<file path="config.mk">
export PLATFORM = sky130hd
export DESIGN_NAME = tld_cfg_regs
export DESIGN_NICKNAME = d
export VERILOG_FILES = /design/src/rtl/tld_pkg.sv /design/src/rtl/tld_cfg_regs.sv
export SDC_FILE = /design/constraint.sdc
export NUM_CORES = 1
export LEC_CHECK = 0
export ABC_AREA = 1
export BUFFER_PORTS_ARGS = -buffer_cell sky130_fd_sc_hd__buf_2
export CELL_PAD_IN_SITES_DETAIL_PLACEMENT = 0
export CELL_PAD_IN_SITES_GLOBAL_PLACEMENT = 2
export CORE_MARGIN = 8
export CORE_UTILIZATION = 21
export CTS_CLUSTER_SIZE = 40
export DETAILED_ROUTE_END_ITERATION = 12
export PLACE_DENSITY = 0.78
export SYNTH_ARGS = -nofsm -noshare
export SYNTH_HDL_FRONTEND = slang
export SYNTH_SLANG_ARGS = --single-unit
</file>
<file path="constraint.sdc">
create_clock -name i_clk -period 1.34 [get_ports i_clk]
set_clock_uncertainty 0.2 [all_clocks]
set_input_delay 0.268 -clock i_clk [delete_from_list [all_inputs] [get_ports i_clk]]
set_output_delay 0.268 -clock i_clk [all_outputs]
set_load 0.01 [all_outputs]
</file>
<file path="src/rtl/tld_pkg.sv">
// ----------------------------------------------------------------------------
// tld_pkg
// Shared types and constants for the terminal input line discipline.
// ----------------------------------------------------------------------------
package tld_pkg;

    localparam int QUEUE_DEPTH_DEF = 1024;

    // status field width (lines_ready, fill_level)
    localparam int STAT_W = 10;
    localparam logic [STAT_W-1:0] LINE_MAX = 10'd1023;

    // configuration port
    localparam int CFG_AW = 5;
    localparam int CFG_DW = 32;

    // character codes
    localparam logic [7:0] CH_NL       = 8'd10;
    localparam logic [7:0] CH_CR       = 8'd13;
    localparam logic [7:0] CH_DEL      = 8'd127;
    localparam logic [7:0] CH_CARET    = 8'd94;
    localparam logic [7:0] CH_SPACE    = 8'd32;   // first printable, also case offset
    localparam logic [7:0] CH_CTRL_OFS = 8'd64;
    localparam logic [7:0] CH_UPPER_A  = 8'd65;
    localparam logic [7:0] CH_UPPER_Z  = 8'd90;

    // input_mode bits
    localparam int IM_CR2NL = 0;
    localparam int IM_IGNCR = 1;
    localparam int IM_NL2CR = 2;
    localparam int IM_LCASE = 3;

    // local_mode bits
    localparam int LM_CANON = 0;
    localparam int LM_SIG   = 1;
    localparam int LM_ECHO  = 2;
    localparam int LM_CARET = 3;

    // register reset values
    localparam logic [3:0] RST_INPUT_MODE = 4'd0;
    localparam logic [3:0] RST_LOCAL_MODE = 4'd13;
    localparam logic [7:0] RST_ERASE_CODE = 8'd127;
    localparam logic [7:0] RST_EOF_CODE   = 8'd4;
    localparam logic [7:0] RST_STOP_CODE  = 8'd19;
    localparam logic [7:0] RST_START_CODE = 8'd17;
    localparam logic [7:0] RST_INTR_CODE  = 8'd3;

    typedef enum logic [2:0] {
        REG_INPUT_MODE = 3'd0,
        REG_LOCAL_MODE = 3'd1,
        REG_ERASE_CODE = 3'd2,
        REG_EOF_CODE   = 3'd3,
        REG_STOP_CODE  = 3'd4,
        REG_START_CODE = 3'd5,
        REG_INTR_CODE  = 3'd6
    } t_reg_idx;

    typedef enum logic {
        REQ_RECV = 1'b0,
        REQ_POP  = 1'b1
    } t_req;

    typedef struct packed {
        logic [3:0] input_mode;
        logic [3:0] local_mode;
        logic [7:0] erase_code;
        logic [7:0] eof_code;
        logic [7:0] stop_code;
        logic [7:0] start_code;
        logic [7:0] intr_code;
    } t_cfg;

    typedef struct packed {
        t_req       req_type;
        logic [7:0] raw_byte;
    } t_item;

    // everything one item produces; echo_cnt is 0, 1 or 2
    typedef struct packed {
        logic [1:0]        echo_cnt;
        logic [7:0]        echo0;
        logic [7:0]        echo1;
        logic              read_valid;
        logic [7:0]        read_byte;
        logic              read_is_eof;
        logic              refused;
        logic              intr_raised;
        logic              stopped;
        logic [STAT_W-1:0] lines_ready;
        logic [STAT_W-1:0] fill_level;
    } t_bundle;

endpackage

</file>
<file path="src/rtl/tld_cfg_regs.sv">
// ----------------------------------------------------------------------------
// tld_cfg_regs
// APB register file holding the line discipline modes and control codes.
// ----------------------------------------------------------------------------
module tld_cfg_regs import tld_pkg::*; (
    input  logic              i_clk,
    input  logic              i_rst_n,
    input  logic              psel,
    input  logic              penable,
    input  logic              pwrite,
    input  logic [CFG_AW-1:0] paddr,
    input  logic [CFG_DW-1:0] pwdata,
    output logic [CFG_DW-1:0] prdata,
    output logic              pready,
    output t_cfg              o_cfg
);

    t_cfg     r_cfg;
    t_reg_idx w_idx;
    logic     w_wr;

    assign pready = 1'b1;
    assign w_idx  = t_reg_idx'(paddr[CFG_AW-1:2]);
    assign w_wr   = psel && penable && pwrite;
    assign o_cfg  = r_cfg;

    always_ff @(posedge i_clk) begin
        if (!i_rst_n) begin
            r_cfg.input_mode <= RST_INPUT_MODE;
            r_cfg.local_mode <= RST_LOCAL_MODE;
            r_cfg.erase_code <= RST_ERASE_CODE;
            r_cfg.eof_code   <= RST_EOF_CODE;
            r_cfg.stop_code  <= RST_STOP_CODE;
            r_cfg.start_code <= RST_START_CODE;
            r_cfg.intr_code  <= RST_INTR_CODE;
        end else if (w_wr) begin
            case (w_idx)
                REG_INPUT_MODE: r_cfg.input_mode <= pwdata[3:0];
                REG_LOCAL_MODE: r_cfg.local_mode <= pwdata[3:0];
                REG_ERASE_CODE: r_cfg.erase_code <= pwdata[7:0];
                REG_EOF_CODE:   r_cfg.eof_code   <= pwdata[7:0];
                REG_STOP_CODE:  r_cfg.stop_code  <= pwdata[7:0];
                REG_START_CODE: r_cfg.start_code <= pwdata[7:0];
                REG_INTR_CODE:  r_cfg.intr_code  <= pwdata[7:0];
                default: ;
            endcase
        end
    end

    always_comb begin
        case (w_idx)
            REG_INPUT_MODE: prdata = {28'd0, r_cfg.input_mode};
            REG_LOCAL_MODE: prdata = {28'd0, r_cfg.local_mode};
            REG_ERASE_CODE: prdata = {24'd0, r_cfg.erase_code};
            REG_EOF_CODE:   prdata = {24'd0, r_cfg.eof_code};
            REG_STOP_CODE:  prdata = {24'd0, r_cfg.stop_code};
            REG_START_CODE: prdata = {24'd0, r_cfg.start_code};
            REG_INTR_CODE:  prdata = {24'd0, r_cfg.intr_code};
            default:        prdata = '0;
        endcase
    end

endmodule

</file>
==> impl_metrics.json, run 1 <==
{
  "status": "finished with violations",
  "violations": "negative setup slack",
  "grt_setup_unrepaired": "true",
  "syn_to_final_growth_pct": 45.2,
  "grt_pass1_vias": 2734,
  "cts.path.max_buffers": 2,
  "p_seq_share_pct": 43.9,
  "grt.met1_usage_pct": 15.5,
  "rrSetupSlack_ns": 0.44,
  "core.rowCount": 40,
  "timing.rr.end": "o_cfg[47]",
  "met2_usage_pct": 19.4,
  "tns_ns": -2.05,
  "ios": 123,
  "seq_area_frac_synth_pct": 37.1,
  "yosys_register_bits": 48,
  "period_share_pct": 121,
  "p_leak_nw": 1.86,
  "yosysWarnings": 0,
  "dpl-instance-area_mm2": 0.00339,
  "clk_pin_slew_ns": 0.06,
  "post_drt_wl_per_cell_um": 15.1,
  "power.density_mw_per_mm2": 885,
  "drt_pass1_iterations": 4,
  "worst-setup-path-type": "primary input to primary output",
  "overflow": 0,
  "die_w_um": 127,
  "irDropWorstVdd_mv": 0.703,
  "vias_per_cell": 4.27,
  "h-tree-depth": 2,
  "drive_gt1_share_pct": 33.3,
  "min_path_type": "primary input to flop",
  "final_util_pct": 31.3,
  "switching_power_mw": 0.893,
  "cts-root-buf": "clkbuf_16",
  "r2r-start": "o_cfg[47]",
  "endpoint_kind": "primary output",
  "largest_register_ffs": 48,
  "mostFrequentLayoutCell": "nand2_1",
  "final_cell_mix": "126 x nand2_1, 74 x nor2_1, 58 x buf_2, 41 x nand3_1",
  "drc": 0,
  "start_util_pct": 21.6,
  "ant_nets": 0,
  "setup_viol": 8,
  "holdPathEnd": "o_cfg[37]",
  "fp.dieH_um": 127,
  "drv_cap": 0,
  "io_buffers": 71,
  "cts_buffers": 5,
  "period_needed_ns": 1.62,
  "num_antenna_cells": 0,
  "hold_viol": 0,
  "syn_area_mm2": 0.00259,
  "grt_pass1_wl_mm": 15.3,
  "insertion_delay_ns": 0.29,
  "cts.sinks": 48,
  "final_area_mm2": 0.00376,
  "setup_slack_ns": -0.281,
  "place_congestion": 0.840,
  "comb_power_share_pct": 15.8,
  "syn_inst": 401,
  "worstPathRequired_ns": 0.87,
  "nets": 552,
  "grt_max_degree": 21,
  "syn_avg_cell_area_um2": 6.46,
  "worst-path-max-fanout": 14,
  "rr_worst_depth": 3,
  "hold_path_depth": 3,
  "netlist-cell-type-count": 16,
  "finalPower_mw": 3.33,
  "grt-busiest-layer": "met2",
  "start_kind": "primary input",
  "drt_wl_total_mm": 9.90,
  "dieArea_mm2": 0.0161,
  "fmax_mhz": 617,
  "num_vias": 2807,
  "antenna_found_initial": 0,
  "use_met3_pct": 2.70,
  "track_usage_pct": 12.0,
  "dp_hpwl_mm": 7.91,
  "cts_tree": "done",
  "slew_viol_final": 0,
  "swShare_pct": 26.8,
  "crit_arrival_ns": 1.15,
  "core-area_mm2": 0.0120,
  "internal_power_mw": 2.44,
  "drt_iter0_markers": 163,
  "clkPwrFrac_pct": 40.3,
  "cts_hold_buf": 0,
  "worstHoldStart": "pwdata[5]"
}
-- metrics by stage --
stage / hold slack (ns) / std cells / worst slack (ns)
after floorplan: 0.194 / 424 / -0.00553
after global placement: 0.278 / 649 / -0.348
after detailed placement: 0.283 / 649 / -0.324
after CTS: 0.0141 / 657 / -0.275
after global routing: 0.0269 / 657 / -0.324
final: 0.0185 / 657 / -0.281
-- synth_stat cells --
cell | n | share of area [%]
buf_1 | 1 | 0.14
buf_4 | 34 | 9.9
dfxtp_1 | 48 | 37
buf_2 | 6 | 1.2
nand4_1 | 20 | 4.8
o21ai_0 | 5 | 0.97
nor2_4 | 1 | 0.43
clkbuf_1 | 4 | 0.58
nor2_1 | 79 | 11
nand3_1 | 42 | 8.1
nor2_2 | 9 | 2.2
inv_2 | 3 | 0.43
inv_1 | 13 | 1.9
nand2_1 | 129 | 19
conb_1 | 2 | 0.29
nand3_2 | 5 | 1.9
-- worst max path at each step --
stage / start / to / slack, ns
2_1_floorplan: paddr[3] / prdata[1] / -0.006
3_3_place_gp: paddr[4] / prdata[0] / -0.35
3_5_place_dp: paddr[4] / prdata[0] / -0.32
4_1_cts: paddr[3] / prdata[4] / -0.27
5_1_grt: paddr[2] / prdata[2] / -0.32
6_report: paddr[3] / prdata[4] / -0.28
-- layout make-up --
| class | instances | area [µm²] |
|---|---|---|
| Fill cell | 1342 | 8250 |
| Inverter | 16 | 75.1 |
| Sequential cell | 48 | 975 |
| Timing Repair Buffer | 124 | 938 |
| Multi-Input combinational cell | 315 | 1440 |
| Clock buffer | 7 | 153 |
| Tap cell | 147 | 184 |
-- repair_timing --
action / 4_1_cts / 5_1_grt
gates resized for setup: 23 / 37
setup buffers: 1 / 0
setup endpoints to repair: 17 / 40
cloned: 0 / 0
pin swaps: 3 / 5
-- cell families after synthesis --
group	share of synthesized area [%]
AOI/OAI and AO/OA	0.966
DFF	37.1
and+or+nand+nor	47.6
buffers and inverters	14.1
other	0.290
-- power by group through the flow --
stage | Combinational (mW) | Clock (mW) | Sequential, mW
after global placement | 0.471 | 0 | 1.49
after floorplan | 0.309 | 0 | 1.50
after detailed placement | 0.473 | 0 | 1.49
after CTS | 0.499 | 1.36 | 1.46
after global routing | 0.576 | 1.43 | 1.46
final | 0.526 | 1.34 | 1.46
-- worst max-delay path: stages --
cell     delay [ns]
buf_4          0.13
buf_6          0.12
nor2_4         0.09
buf_12         0.15
nand3_1        0.10
nand2_1        0.07
nor2_1         0.04
nand2_1        0.05
buf_2          0.12
-- per-layer routing --
| layer | vias up | wire length (µm) |
|---|---|---|
| met5 | - | 0 |
| met1 | 1276 | 4630 |
| met4 | 0 | 155 |
| met2 | 82 | 4570 |
| li1 | 1440 | - |
| met3 | 9 | 547 |
No activity file was read; power rests on OpenSTA's default activity.
==> run 2, diff against run 1 <==
RECOVER_POWER = 25   (was unset)
==> run 2 against run 1 <==
Effect of this change:
- the run still ends with negative setup slack left
- first-iteration DRC count up 1.8%
- count of clock-buffer cells in the layout unchanged
- sequential power about the same
- via count about the same
- clock power about the same
- largest power group unchanged
- die area unchanged
- critical path type unchanged
- routed wire length down 0.34%
==> impl_metrics.json, run 2 (synthesized netlist as in run 1, its figures left out) <==
{
  "vias_per_cell": 4.28,
  "insertion_delay_ns": 0.29,
  "post_drt_wl_per_cell_um": 15.0,
  "drt_iter0_markers": 166,
  "drt_pass1_iterations": 4,
  "start_kind": "primary input",
  "antenna_found_initial": 0,
  "mostFrequentLayoutCell": "nand2_1",
  "pre_cts_ws_ns": -0.324,
  "grt_max_degree": 21,
  "worst-path-max-fanout": 14,
  "cts_tree": "done",
  "die_w_um": 127,
  "drive_gt1_share_pct": 32.9,
  "min_path_type": "primary input to flop",
  "final_cell_mix": "126 x nand2_1, 74 x nor2_1, 58 x buf_2, 41 x nand3_1, 37 x dfxtp_1",
  "drv_cap": 0,
  "crit_chain": "buf_4, buf_6, nor2_4, buf_12, nand3_1, nand2_1, nor2_1, nand2_1, buf_2",
  "fillers": 1347,
  "track_usage_pct": 12.0,
  "violations": "negative setup slack",
  "slowest_stage": "buf_12",
  "core-area_mm2": 0.0120,
  "slowest_delay_ns": 0.15,
  "drc": 0,
  "io_buffers": 71,
  "start_util_pct": 21.6,
  "core.rowCount": 40,
  "fp.dieH_um": 127,
  "path_buf_inv": 4,
  "cts.path.max_buffers": 2,
  "setup_viol": 9,
  "comb_power_share_pct": 15.7,
  "swShare_pct": 26.9,
  "path_delay_family": "buffers and inverters",
  "place_inst": 649,
  "worst-setup-path-type": "primary input to primary output",
  "num_antenna_cells": 0,
  "fin_hold_ws_ns": 0.0180,
  "final_util_pct": 31.1,
  "setup_slack_ns": -0.280,
  "clk_pin_slew_ns": 0.06,
  "syn_to_final_growth_pct": 44.3,
  "grt_pass1_wl_mm": 15.3,
  "largest_register_ffs": 48,
  "ios": 123,
  "cts-root-buf": "clkbuf_16",
  "p_leak_nw": 1.85,
  "endpoint_kind": "primary output",
  "grt_setup_unrepaired": "true",
  "switching_power_mw": 0.896,
  "irDropWorstVdd_mv": 0.705,
  "grt_pass1_vias": 2734,
  "overflow": 0,
  "slew_viol_final": 0,
  "ant_nets": 0,
  "hold_viol": 0,
  "crit_top_cell": "nand2_1",
  "num_vias": 2809,
  "internal_power_mw": 2.43,
  "p_seq_share_pct": 43.9,
  "place_congestion": 0.840,
  "h-tree-depth": 2,
  "period_share_pct": 121,
  "worstPathRequired_ns": 0.87,
  "power.density_mw_per_mm2": 891,
  "layoutNonFillerInstCount": 657,
  "dp_hpwl_mm": 7.91,
  "crit_arrival_ns": 1.15,
  "nets": 552,
  "cts_buffers": 5,
  "dieArea_mm2": 0.0161,
  "fmax_mhz": 617,
  "status": "finished with violations",
  "period_needed_ns": 1.62,
  "drt_wl_total_mm": 9.86,
  "cts.sinks": 48,
  "clkPwrFrac_pct": 40.4,
  "finalPower_mw": 3.33
}
run 2: cell types whose count changed in the layout (fill, tap and decap cells not counted), sizes merged:
cell    before  now
clkbuf       7   11
buf        124  120
run 2: routing by layer:
metal / global-route usage (%) / part of all wire (%) / vias to the layer above / wire length [µm]
met3: 2.70 / 5.3 / 11 / 520
li1: - / - / 1439 / -
met5: 0 / 0 / - / 0
met2: 19.4 / 46 / 86 / 4510
met1: 15.5 / 47 / 1273 / 4660
met4: 3.64 / 1.8 / 0 / 176
run 2: final timing paths:
kind         startpoint   endpoint  slack, ns  cells after the start
min           pwdata[5]  o_cfg[37]       0.02                      3
min reg2reg   o_cfg[38]  o_cfg[38]       0.29                      2
max            paddr[3]  prdata[4]      -0.28                      9
max reg2reg   o_cfg[46]  o_cfg[46]       0.44                      3
run 2: what timing repair did:
action | CTS | global route
buffers inserted | 1 | 0
setup endpoints to repair | 17 | 40
pin swaps | 3 | 5
gates resized for setup | 23 | 37
hold buffers | 0 | 0
run 2: layout make-up:
type | instances | area [µm²] | share of cell area [%]
well taps | 147 | 184 | 4.92
clock buffers | 7 | 153 | 4.08
repair buffers | 124 | 916 | 24.5
flip-flops and latches | 48 | 975 | 26.1
inverters | 16 | 75.1 | 2.01
multi-input cells | 315 | 1440 | 38.4
run 2: power groups by stage:
stage	logic, mW	registers [mW]	clock network, mW
after floorplan	0.309	1.50	0
after global placement	0.471	1.49	0
after detailed placement	0.473	1.49	0
after CTS	0.499	1.46	1.36
after global routing	0.573	1.46	1.43
final	0.524	1.46	1.35
run 2: worst reg2reg max path, stage by stage, from the launching register on:
cell and delay [ns]:
dfxtp_2 0.32, buf_4 0.13, nor2_1 0.10, nor2_1 0.05
run 2: metrics by stage:
stage | TNS [ns] | area [µm²]
after floorplan | -0.0353 | 2730
after global placement | -12.45 | 3390
after detailed placement | -12.39 | 3390
after CTS | -2.10 | 3630
after global routing | -2.78 | 3740
final | -2.05 | 3740
