$ cat config.mk
export PLATFORM = sky130hd
export DESIGN_NAME = tld_out_queue
export DESIGN_NICKNAME = d
export VERILOG_FILES = /design/src/rtl/tld_pkg.sv /design/src/rtl/tld_out_queue.sv
export SDC_FILE = /design/constraint.sdc
export NUM_CORES = 1
export LEC_CHECK = 0
export BUFFER_PORTS_ARGS = -buffer_cell sky130_fd_sc_hd__buf_2
export CELL_PAD_IN_SITES_DETAIL_PLACEMENT = 0
export CELL_PAD_IN_SITES_GLOBAL_PLACEMENT = 1
export CORE_ASPECT_RATIO = 1.5
export CORE_UTILIZATION = 40
export CTS_CLUSTER_DIAMETER = 100
export DETAILED_ROUTE_END_ITERATION = 10
export PLACE_DENSITY_LB_ADDON = 0.1
export SLEW_MARGIN = 20
export SYNTH_ARGS = -nofsm -noshare
export SYNTH_HDL_FRONTEND = slang
export SYNTH_SLANG_ARGS = --single-unit
$ cat constraint.sdc
create_clock -name i_clk -period 3.7 [get_ports i_clk]
set_input_delay 0.74 -clock i_clk [delete_from_list [all_inputs] [get_ports i_clk]]
set_output_delay 0.74 -clock i_clk [all_outputs]
set_load 0.05 [all_outputs]
$ cat src/rtl/tld_pkg.sv
// ----------------------------------------------------------------------------
// tld_pkg
// Shared types and constants for the terminal input line discipline.
// ----------------------------------------------------------------------------
package tld_pkg;

    localparam int QUEUE_DEPTH_DEF = 1024;

    // status field width (lines_ready, fill_level)
    localparam int STAT_W = 10;
    localparam logic [STAT_W-1:0] LINE_MAX = 10'd1023;

    // configuration port
    localparam int CFG_AW = 5;
    localparam int CFG_DW = 32;

    // character codes
    localparam logic [7:0] CH_NL       = 8'd10;
    localparam logic [7:0] CH_CR       = 8'd13;
    localparam logic [7:0] CH_DEL      = 8'd127;
    localparam logic [7:0] CH_CARET    = 8'd94;
    localparam logic [7:0] CH_SPACE    = 8'd32;   // first printable, also case offset
    localparam logic [7:0] CH_CTRL_OFS = 8'd64;
    localparam logic [7:0] CH_UPPER_A  = 8'd65;
    localparam logic [7:0] CH_UPPER_Z  = 8'd90;

    // input_mode bits
    localparam int IM_CR2NL = 0;
    localparam int IM_IGNCR = 1;
    localparam int IM_NL2CR = 2;
    localparam int IM_LCASE = 3;

    // local_mode bits
    localparam int LM_CANON = 0;
    localparam int LM_SIG   = 1;
    localparam int LM_ECHO  = 2;
    localparam int LM_CARET = 3;

    // register reset values
    localparam logic [3:0] RST_INPUT_MODE = 4'd0;
    localparam logic [3:0] RST_LOCAL_MODE = 4'd13;
    localparam logic [7:0] RST_ERASE_CODE = 8'd127;
    localparam logic [7:0] RST_EOF_CODE   = 8'd4;
    localparam logic [7:0] RST_STOP_CODE  = 8'd19;
    localparam logic [7:0] RST_START_CODE = 8'd17;
    localparam logic [7:0] RST_INTR_CODE  = 8'd3;

    typedef enum logic [2:0] {
        REG_INPUT_MODE = 3'd0,
        REG_LOCAL_MODE = 3'd1,
        REG_ERASE_CODE = 3'd2,
        REG_EOF_CODE   = 3'd3,
        REG_STOP_CODE  = 3'd4,
        REG_START_CODE = 3'd5,
        REG_INTR_CODE  = 3'd6
    } t_reg_idx;

    typedef enum logic {
        REQ_RECV = 1'b0,
        REQ_POP  = 1'b1
    } t_req;

    typedef struct packed {
        logic [3:0] input_mode;
        logic [3:0] local_mode;
        logic [7:0] erase_code;
        logic [7:0] eof_code;
        logic [7:0] stop_code;
        logic [7:0] start_code;
        logic [7:0] intr_code;
    } t_cfg;

    typedef struct packed {
        t_req       req_type;
        logic [7:0] raw_byte;
    } t_item;

    // everything one item produces; echo_cnt is 0, 1 or 2
    typedef struct packed {
        logic [1:0]        echo_cnt;
        logic [7:0]        echo0;
        logic [7:0]        echo1;
        logic              read_valid;
        logic [7:0]        read_byte;
        logic              read_is_eof;
        logic              refused;
        logic              intr_raised;
        logic              stopped;
        logic [STAT_W-1:0] lines_ready;
        logic [STAT_W-1:0] fill_level;
    } t_bundle;

endpackage

$ cat src/rtl/tld_out_queue.sv
// ----------------------------------------------------------------------------
// tld_out_queue
// Two-entry result queue; splits each entry into one or two transfers.
// ----------------------------------------------------------------------------
module tld_out_queue import tld_pkg::*; (
    input  logic              i_clk,
    input  logic              i_rst_n,
    input  logic              i_push,
    input  t_bundle           i_bundle,
    output logic              o_full,
    output logic              o_valid,
    input  logic              i_stall,
    output logic              o_echo_valid,
    output logic [7:0]        o_echo_byte,
    output logic              o_read_valid,
    output logic [7:0]        o_read_byte,
    output logic              o_read_is_eof,
    output logic              o_refused,
    output logic              o_intr_raised,
    output logic              o_stopped,
    output logic [STAT_W-1:0] o_lines_ready,
    output logic [STAT_W-1:0] o_fill_level,
    output logic              o_last
);

    localparam logic [1:0] Q_ENTRIES = 2'd2;

    t_bundle    r_q [2];
    logic       r_wr, r_rd, r_sub;
    logic [1:0] r_count;
    t_bundle    w_head;
    logic       w_xfer, w_pop;

    assign w_head  = r_q[r_rd];
    assign o_full  = (r_count == Q_ENTRIES);
    assign o_valid = (r_count != '0);

    assign o_echo_valid  = r_sub ? (w_head.echo_cnt == 2'd2) : (w_head.echo_cnt != 2'd0);
    assign o_echo_byte   = r_sub ? w_head.echo1 : w_head.echo0;
    assign o_last        = r_sub || (w_head.echo_cnt != 2'd2);
    assign o_read_valid  = w_head.read_valid;
    assign o_read_byte   = w_head.read_byte;
    assign o_read_is_eof = w_head.read_is_eof;
    assign o_refused     = w_head.refused;
    assign o_intr_raised = w_head.intr_raised;
    assign o_stopped     = w_head.stopped;
    assign o_lines_ready = w_head.lines_ready;
    assign o_fill_level  = w_head.fill_level;

    assign w_xfer = o_valid && !i_stall;
    assign w_pop  = w_xfer && o_last;

    always_ff @(posedge i_clk) begin
        if (!i_rst_n) begin
            r_wr    <= 1'b0;
            r_rd    <= 1'b0;
            r_sub   <= 1'b0;
            r_count <= '0;
        end else begin
            if (i_push) r_wr <= ~r_wr;
            if (w_pop)  r_rd <= ~r_rd;
            if (w_xfer) r_sub <= !o_last;
            r_count <= r_count + {1'b0, i_push} - {1'b0, w_pop};
        end
    end

    always_ff @(posedge i_clk) begin
        if (i_push) r_q[r_wr] <= i_bundle;
    end

    a_count_max: assert property (@(posedge i_clk) disable iff (!i_rst_n)
        r_count <= Q_ENTRIES)
        else $error("result queue overflow");

    a_first_of_two_echoes: assert property (@(posedge i_clk) disable iff (!i_rst_n)
        o_valid && !o_last |-> o_echo_valid)
        else $error("non-final result without echo");

    a_second_follows: assert property (@(posedge i_clk) disable iff (!i_rst_n)
        w_xfer && !o_last |=> o_valid && o_echo_valid && o_last)
        else $error("second echo transfer missing");

endmodule

==> reports/metrics.yaml, run 1 <==
run_status:
  result_of_the_run: "finished with violations"
  failing_checks: "design-rule violations"
global_routing:
  groute.usage.overall_pct: 14.1
  via_count_of_the_first_global_routing_pass: 2130
  grt_antenna_before_repair: 0
  grt_start_max_net_pins: 53
  first_pass_grt_wire_length_mm: 10.8
  grt_overflow_total: 0
clocking:
  cts_repair_resize_count: 0
  cts_buffer_depth: 2
  cts_hold_repair.buffers: 0
  clkSinkCount: 108
  cts_inserted_buffers: 9
  clock_tree_from_tritoncts: "built"
  root_buffer: "clkbuf_16"
  h_tree_levels: 3
  clkSlewWorstSetupHoldPaths_ns: 0.07
  clk_latency_ns: 0.34
  cts_setup_buffers: 0
hold_path:
  hold_start: "r_rd$_SDFFE_PN0P_"
  worst_hold_path.num_cells: 2
  hold_path_class: "reg2reg"
sta:
  period_minus_slack_ns: 2.83
  slew_viols_final: 0
  final.setup.tns_ns: 0
  report.final.hold_viol_count: 0
  fin_crit_sh_pct: 76.4
  skew_ns: 0.00761
  worst_pin_slew_ns: 0.811
  slew_headroom_pct: 45.9
  final-setup-viol-count: 0
  rsz0062_at_grt: "false"
  max_clock_freq_mhz: 354
route:
  detail_route.wirelength_mm: 6.95
  via_count_of_the_routed_design: 2022
  wl_per_cell_um: 16.8
  drt_pre_antenna_iters: 7
  first_iter_violations: 74
  ant_nets: 0
  mean_number_of_vias_per_cell: 4.88
  drc: 8
pwr:
  power_mw: 3.12
  ir_worst_vdd_uv: 294
  power.leakage_nw: 1.82
  power_per_cell_area_nw_per_um2: 629
job:
  drv.max_cap_violation_count: 0
cells_and_area:
  synthesis_to_finish_area_growth_pct: 22.1
  nNetsFinal: 352
  antenna_cells_inserted: 0
  drive_above_1_share_pct: 52.2
  post_layout_nonfiller_instances: 414
worst_setup_path:
  crit_path_start_kind: "flip-flop"
  critical_path_required_ns: 2.96
  rr_worst_depth: 9
  cp_max_fo: 28
  timing.setup.critical_path_class: "reg2out"
  worst_setup_path_end_kind: "output pin"
  worst_ep_arrival_time_ns: 2.09
die:
  row_count: 44
  floorplan.initialDensity_pct: 41.7
  core_region_area_um2: 9740
  ios: 100
  fp.dieArea_um2: 10600
  chipHeight_um: 125
  die_w_um: 84.3
logic_synthesis:
  post-synth-top-count-cell: "edfxtp_1"
  ys_top_cells_by_area: "edfxtp_1 (75%), mux2_2 (9.2%), dfxtp_1 (3.0%)"
  ys_types: 26
  netlist_top_cells_count: "edfxtp_1 (102), mux2_2 (33), dfxtp_1 (6)"
  synth_top_area_share_pct: 75.5
  postSynthNetCount: 244
  synth-edff-count: 102
  synth_seq_cells: 108
  cell_type_with_the_highest_aggregate_area_in_the_netlist: "edfxtp_1"
  synth_top_flop_cell: "edfxtp_1"
  ys_async_sr_fraction_pct: 0
  netlist_area_um2: 4060
  synth_seq_area_share_pct: 78.4
  synthesis.instances: 187
  postSynthAreaPerCell_um2: 21.7
  synth.yosys.warnings: 0
placed_design:
  hpwlAfterDp_mm: 4.52
  dpl.cell_count: 399
  place.gp.congestion: 0.657
  buffer_ports.inserted: 99
-- final timing paths --
| path | to | slack [ns] |
|---|---|---|
| min reg2reg | flip-flop | 0.47 |
| min | flip-flop | 0.47 |
| max reg2reg | r_count[1]$_SDFF_PN0_ | 1.23 |
| max | o_echo_byte[7] | 0.87 |
-- flip-flops by register name, summed over array words and instances, names as in the netlist, named ones only --
| name | flops |
|---|---|
| r_wr | 1 |
| r_q | 102 |
| r_sub | 1 |
| r_rd | 1 |
| r_count | 2 |
-- layout make-up --
cell class	count	area, µm²
Tap cell	115	144
Multi-Input combinational cell	68	820
Timing Repair Buffer	103	538
Clock buffer	12	236
Inverter	5	18.8
Clock inverter	3	15.0
Fill cell	825	4790
Sequential cell	108	3180
-- metal layers --
| layer | routed length [µm] | track usage [%] | up-vias |
|---|---|---|---|
| li1 | - | - | 962 |
| met1 | 2660 | 14.7 | 984 |
| met2 | 3630 | 24.9 | 66 |
| met3 | 531 | 5.87 | 10 |
| met4 | 125 | 5.78 | 0 |
| met5 | 0 | 0 | - |
-- critical path, stage by stage (launching register included) --
cell	delay, ns
dfxtp_2	0.86
mux4_1	0.65
buf_2	0.23
-- logic make-up (layout without fill, tap and decap cells) --
group / after synthesis / count (layout) / share of synthesized area [%]
DFF: 108 / 108 / 78.4
muxes: 44 / 44 / 14.7
and+or+nand+nor: 14 / 14 / 3.18
buffers and inverters: 11 / 123 / 1.60
AOI/OAI and AO/OA: 6 / 6 / 1.05
adders and majority gates: 2 / 2 / 0.616
xor gates and xnor gates: 2 / 2 / 0.432
-- report_power, final --
part | internal [mW] | switching [mW] | total [mW]
Combinational | 0.264 | 0.540 | 0.804
Clock | 0.449 | 0.380 | 0.828
Sequential | 1.42 | 0.0665 | 1.49
Total | 2.13 | 0.986 | 3.12
-- placed cells by master (no fill, tap or decap), types with 4 or more instances in the layout --
cell,Yosys,final
mux4_2,4,4
clkbuf_16,0,9
inv_1,5,5
mux2_2,33,33
edfxtp_1,102,102
mux4_1,4,4
buf_2,1,99
dfxtp_1,6,5
-- stage by stage --
step	instance area, µm²	utilization [%]	setup WS (ns)	hold WS [ns]
floorplan	4060	-	0.203	0.452
global placement	4700	48.3	1.22	0.463
detailed placement	4700	48.3	1.16	0.470
CTS	4960	50.9	0.818	0.479
global route	4960	50.9	0.733	0.524
finish	4960	50.9	0.873	0.473
Power figures use the tool's default switching activity.
==> run 2: changes to the inputs <==
Settings changed: CORE_UTILIZATION 40 to 45.
Clock period 3.7 ns to 2.7 ns, I/O delays scaled along.
==> reports/metrics.yaml, run 2 (synthesized netlist as in run 1, its figures left out) <==
global_routing:
  grt_busiest_layer: "met2"
  grt_antenna_before_repair: 0
  grtUsageMet1_pct: 17.5
  via_count_of_the_first_global_routing_pass: 2098
  global_route_met3_utilization_pct: 4.86
  groute.usage.overall_pct: 15.6
  first_pass_grt_wire_length_mm: 10.5
  grt_overflow_total: 0
  grt.met2_usage_pct: 26.3
  grt_start_max_net_pins: 33
hold_path:
  hold_start: "i_bundle[33]"
  hold_path_class: "in2reg"
cells_and_area:
  antenna_cells_inserted: 0
  layout.cells.most_common: "edfxtp_1"
  largest_register: "r_q"
  layout_common_cells: "edfxtp_1 (102), buf_2 (99), mux2_2 (33), clkbuf_16 (9)"
  fill_cells: 699
  nNetsFinal: 355
  largest_reg_flops: 102
  drive_above_1_share_pct: 53.3
  post_layout_nonfiller_instances: 412
  synthesis_to_finish_area_growth_pct: 23.0
  reg.largest.list: "r_q: 102 flops, r_count: 2 flops"
  final_core_utilization_pct: 56.9
worst_setup_path:
  critical_path_required_ns: 2.16
  timing.setup.critical_path_class: "reg2out"
  crit_path_start_kind: "flip-flop"
  worst_setup_path_end_kind: "output pin"
  crit_path_top_delay_cell: "mux4_1"
  crit_path_cell_trace: "buf_12 > mux4_1 > buf_2"
  worst_ep_arrival_time_ns: 1.84
  cp_max_fo: 14
  crit_path_max_incr_delay_ns: 0.55
placed_design:
  buffer_ports.inserted: 99
  place.gp.congestion: 0.729
  dpl.cell_count: 397
  hpwlAfterDp_mm: 4.72
route:
  wl_per_cell_um: 16.6
  mean_number_of_vias_per_cell: 4.98
  drt_pre_antenna_iters: 4
  via_count_of_the_routed_design: 2051
  drc: 0
  detail_route.wirelength_mm: 6.83
  first_iter_violations: 156
  ant_nets: 0
job:
  drv.max_cap_violation_count: 0
clocking:
  h_tree_levels: 3
  cts_hold_repair.buffers: 0
  root_buffer: "clkbuf_16"
  clkSinkCount: 108
  clkSlewWorstSetupHoldPaths_ns: 0.07
  cts_repair_resize_count: 0
  cts_buffer_depth: 2
  cts_setup_buffers: 0
  cts_inserted_buffers: 9
  clk_latency_ns: 0.33
  clock_tree_from_tritoncts: "built"
pwr:
  ir_worst_vdd_uv: 420
  power.leakage_nw: 1.85
  power_per_cell_area_nw_per_um2: 859
die:
  fp.dieArea_um2: 9410
  floorplan.initialDensity_pct: 46.3
  row_count: 42
  ios: 100
  core_region_area_um2: 8780
  die_w_um: 79.5
  chipHeight_um: 118
sta:
  final-setup-viol-count: 0
  final.setup.tns_ns: 0
  slew_viols_final: 0
  rsz0062_at_grt: "false"
  skew_ns: 0.00387
  period_minus_slack_ns: 2.38
  report.final.hold_viol_count: 0
  worst_pin_slew_ns: 0.565
  hold-worst-slack_ns: 0.388
  max_clock_freq_mhz: 420
  fin_crit_sh_pct: 88.2
  slew_headroom_pct: 62.4
run_status:
  result_of_the_run: "completed"
==> run 2: cell count changes in the layout (fill, tap and decap cells not counted) <==
| cell | change |
|---|---|
| buf_4 | +2 |
| clkinv_2 | +1 |
| buf_12 | +1 |
| clkbuf_1 | -3 |
| clkinv_4 | +1 |
| clkinv_1 | +1 |
==> run 2: worst paths after layout <==
| check | depth (start not counted) | slack [ns] | endpoint |
|---|---|---|---|
| worst max-delay path | 3 | 0.32 | o_echo_byte[7] |
| worst min register to register | 2 | 0.48 | flip-flop |
| worst max register to register | 8 | 0.71 | r_count[1]$_SDFF_PN0_ |
| worst min-delay path | 1 | 0.39 | r_q[0][33]$_DFFE_PP_ |
==> run 2: power breakdown <==
part           internal [mW]  switching, mW  total, mW
Sequential              1.94         0.0553       2.00
Clock                  0.610          0.528       1.14
Combinational          0.371          0.781       1.15
==> run 2: critical path: cells and delay by family, from the launching register on <==
family	cells	cell delay, ns
buffers and inverters	2	0.43
DFF	1	0.51
muxes	1	0.55
==> run 2: final cells by class <==
class	count	area, µm²	area share (%)
flip-flops and latches	108	3180	63.8
inverters	5	18.8	0.376
clock buffers	9	225	4.51
clock inverters	6	32.5	0.652
repair buffers	106	573	11.5
multi-input cells	68	820	16.4
well taps	110	138	2.76
==> run 2: per-layer routing <==
| metal | vias to the layer above | share of wire, % |
|---|---|---|
| met4 | 0 | 1.9 |
| met2 | 58 | 53 |
| met1 | 1016 | 39 |
| li1 | 968 | - |
| met3 | 9 | 5.8 |
| met5 | - | 0 |
==> run 2: metrics by stage <==
| step | instance area [µm²] | setup slack, ns | total power [mW] |
|---|---|---|---|
| floorplan | 4060 | 0.368 | 2.94 |
| global placement | 4730 | 0.655 | 3.19 |
| detailed placement | 4730 | 0.651 | 3.20 |
| CTS | 4990 | 0.286 | 4.34 |
| global route | 4990 | 0.244 | 4.44 |
| finish | 4990 | 0.318 | 4.29 |
==> run 3: changes to the inputs <==
Settings changed: PLACE_DENSITY set to 0.8, PLACE_DENSITY_LB_ADDON 0.1 to unset, RECOVER_POWER set to 100.
==> reports/metrics.yaml, run 3 (synthesized netlist as in run 1, its figures left out) <==
run_status:
  result_of_the_run: "completed"
placed_design:
  buffer_ports.inserted: 99
  hpwlAfterDp_mm: 4.77
  dpl.cell_count: 398
  place.gp.congestion: 0.748
  placement.setup.worst_slack_ns: 0.583
global_routing:
  grt_overflow_total: 0
  grt_start_max_net_pins: 53
  via_count_of_the_first_global_routing_pass: 2227
  grt_antenna_before_repair: 0
  groute.usage.overall_pct: 15.6
  first_pass_grt_wire_length_mm: 10.5
worst_setup_path:
  crit_path_buf_inv_count: 3
  critical_path_required_ns: 2.16
  critPathCapture: "o_lines_ready[3]"
  crit_path_top_delay_cell: "dfxtp_2"
  crit_path_start_kind: "flip-flop"
  worst_setup_path_end_kind: "output pin"
  crit_path_cell_trace: "buf_4 > buf_4 > mux2_2 > clkbuf_2"
  worst_ep_arrival_time_ns: 1.92
  regToRegSetupSlack_ns: 0.40
  crit_path_frequent_cell: "buf_4"
  timing.critical_path.max_delay_family: "buffers and inverters"
  cp_max_fo: 13
  worstReg2RegEnd: "r_count[1]$_SDFF_PN0_"
  crit_path_max_incr_delay_ns: 0.50
  critical_path_cell_count: 4
  rr_worst_depth: 8
  timing.setup.critical_path_class: "reg2out"
die:
  die_w_um: 79.5
  fp.dieArea_um2: 9410
  core_region_area_um2: 8780
  row_count: 42
  ios: 100
  chipHeight_um: 118
  floorplan.initialDensity_pct: 46.3
pwr:
  sw_frac_of_total_pct: 30.7
  p_seq_share_pct: 44.9
  total_switching_power_mw: 1.37
  pwr-share-comb_pct: 24.9
  clockPowerShare_pct: 30.3
  power_per_cell_area_nw_per_um2: 902
  power_mw: 4.46
  power.leakage_nw: 1.76
  ir_worst_vdd_uv: 462
  p_int_mw: 3.09
sta:
  final.setup.tns_ns: 0
  skew_ns: 0.00346
  final-setup-viol-count: 0
  period_minus_slack_ns: 2.46
  final.setup.worst_slack_ns: 0.242
  worst_pin_slew_ns: 1.35
  max_clock_freq_mhz: 407
  slew_headroom_pct: 9.78
  fin_crit_sh_pct: 91.0
  rsz0062_at_grt: "false"
  slew_viols_final: 0
  report.final.hold_viol_count: 0
cells_and_area:
  layout_common_cells: "edfxtp_1 (102), buf_2 (40), clkbuf_1 (37), mux2_2 (33), clkbuf_2 (26)"
  largest_reg_flops: 102
  synthesis_to_finish_area_growth_pct: 21.8
  final_core_utilization_pct: 56.3
  drive_above_1_share_pct: 41.3
  layout.cells.most_common: "edfxtp_1"
  antenna_cells_inserted: 0
  post_layout_nonfiller_instances: 413
  nNetsFinal: 356
  reg.largest.list: "r_q: 102 flops, r_count: 2 flops"
  largest_register: "r_q"
clocking:
  cts_repair_resize_count: 0
  cts_setup_buffers: 0
  clock_tree_from_tritoncts: "built"
  root_buffer: "clkbuf_16"
  h_tree_levels: 3
  cts_inserted_buffers: 9
  clkSinkCount: 108
  clk_latency_ns: 0.34
  clkSlewWorstSetupHoldPaths_ns: 0.07
  cts_hold_repair.buffers: 0
  cts_buffer_depth: 2
hold_path:
  hold_path_class: "in2reg"
job:
  drv.max_cap_violation_count: 0
route:
  first_iter_violations: 81
  mean_number_of_vias_per_cell: 5.08
  drc: 0
  wl_per_cell_um: 16.4
  drt_pre_antenna_iters: 4
  ant_nets: 0
  detail_route.wirelength_mm: 6.77
  via_count_of_the_routed_design: 2098
[run 3: changes by cell type in the layout (fill, tap and decap cells not counted), sizes merged]
cell | before | now
buf | 106 | 44
bufinv | 0 | 2
clkbuf | 9 | 72
clkinv | 5 | 1
clkinvlp | 1 | 2
inv | 5 | 6
[run 3: through the flow]
step,area (µm²),hold slack (ns)
2_1_floorplan,4060,0.452
3_3_place_gp,4730,0.463
3_5_place_dp,4730,0.478
4_1_cts,5040,0.376
5_1_grt,4940,0.374
6_report,4940,0.390
[run 3: metal layers]
| layer | vias to the layer above | GRT usage (%) | wire length [µm] |
|---|---|---|---|
| li1 | 970 | - | - |
| met1 | 1051 | 16.2 | 2500 |
| met2 | 66 | 27.8 | 3770 |
| met3 | 11 | 4.02 | 344 |
| met4 | 0 | 8.30 | 158 |
| met5 | - | 0 | 0 |
[run 3: power groups by stage]
stage	Clock [mW]	Combinational (mW)	Sequential [mW]
after floorplan	0	0.936	2.01
after global placement	0	1.14	2.03
after detailed placement	0	1.16	2.04
after CTS	1.38	1.16	2.00
after global routing	1.44	1.17	2.01
final	1.35	1.11	2.00
[run 3: worst min path at each step]
stage / start / endpoint / slack (ns) / cells after the start
finish: i_bundle[25] / r_q[0][25]$_DFFE_PP_ / 0.39 / 1
global route: i_bundle[5] / r_q[0][5]$_DFFE_PP_ / 0.37 / 1
CTS: i_bundle[33] / r_q[1][33]$_DFFE_PP_ / 0.38 / 1
detailed placement: r_rd$_SDFFE_PN0P_ / r_rd$_SDFFE_PN0P_ / 0.48 / 2
global placement: r_rd$_SDFFE_PN0P_ / r_rd$_SDFFE_PN0P_ / 0.46 / 2
floorplan: r_rd$_SDFFE_PN0P_ / flip-flop / 0.45 / 2
[run 3: final cells by class]
class | count | area [µm²]
clock buffers | 9 | 225
clock inverters | 6 | 88.8
fillers | 708 | 3830
inverters | 5 | 18.8
multi-input cells | 68 | 788
flip-flops and latches | 108 | 3180
well taps | 110 | 138
repair buffers | 107 | 499
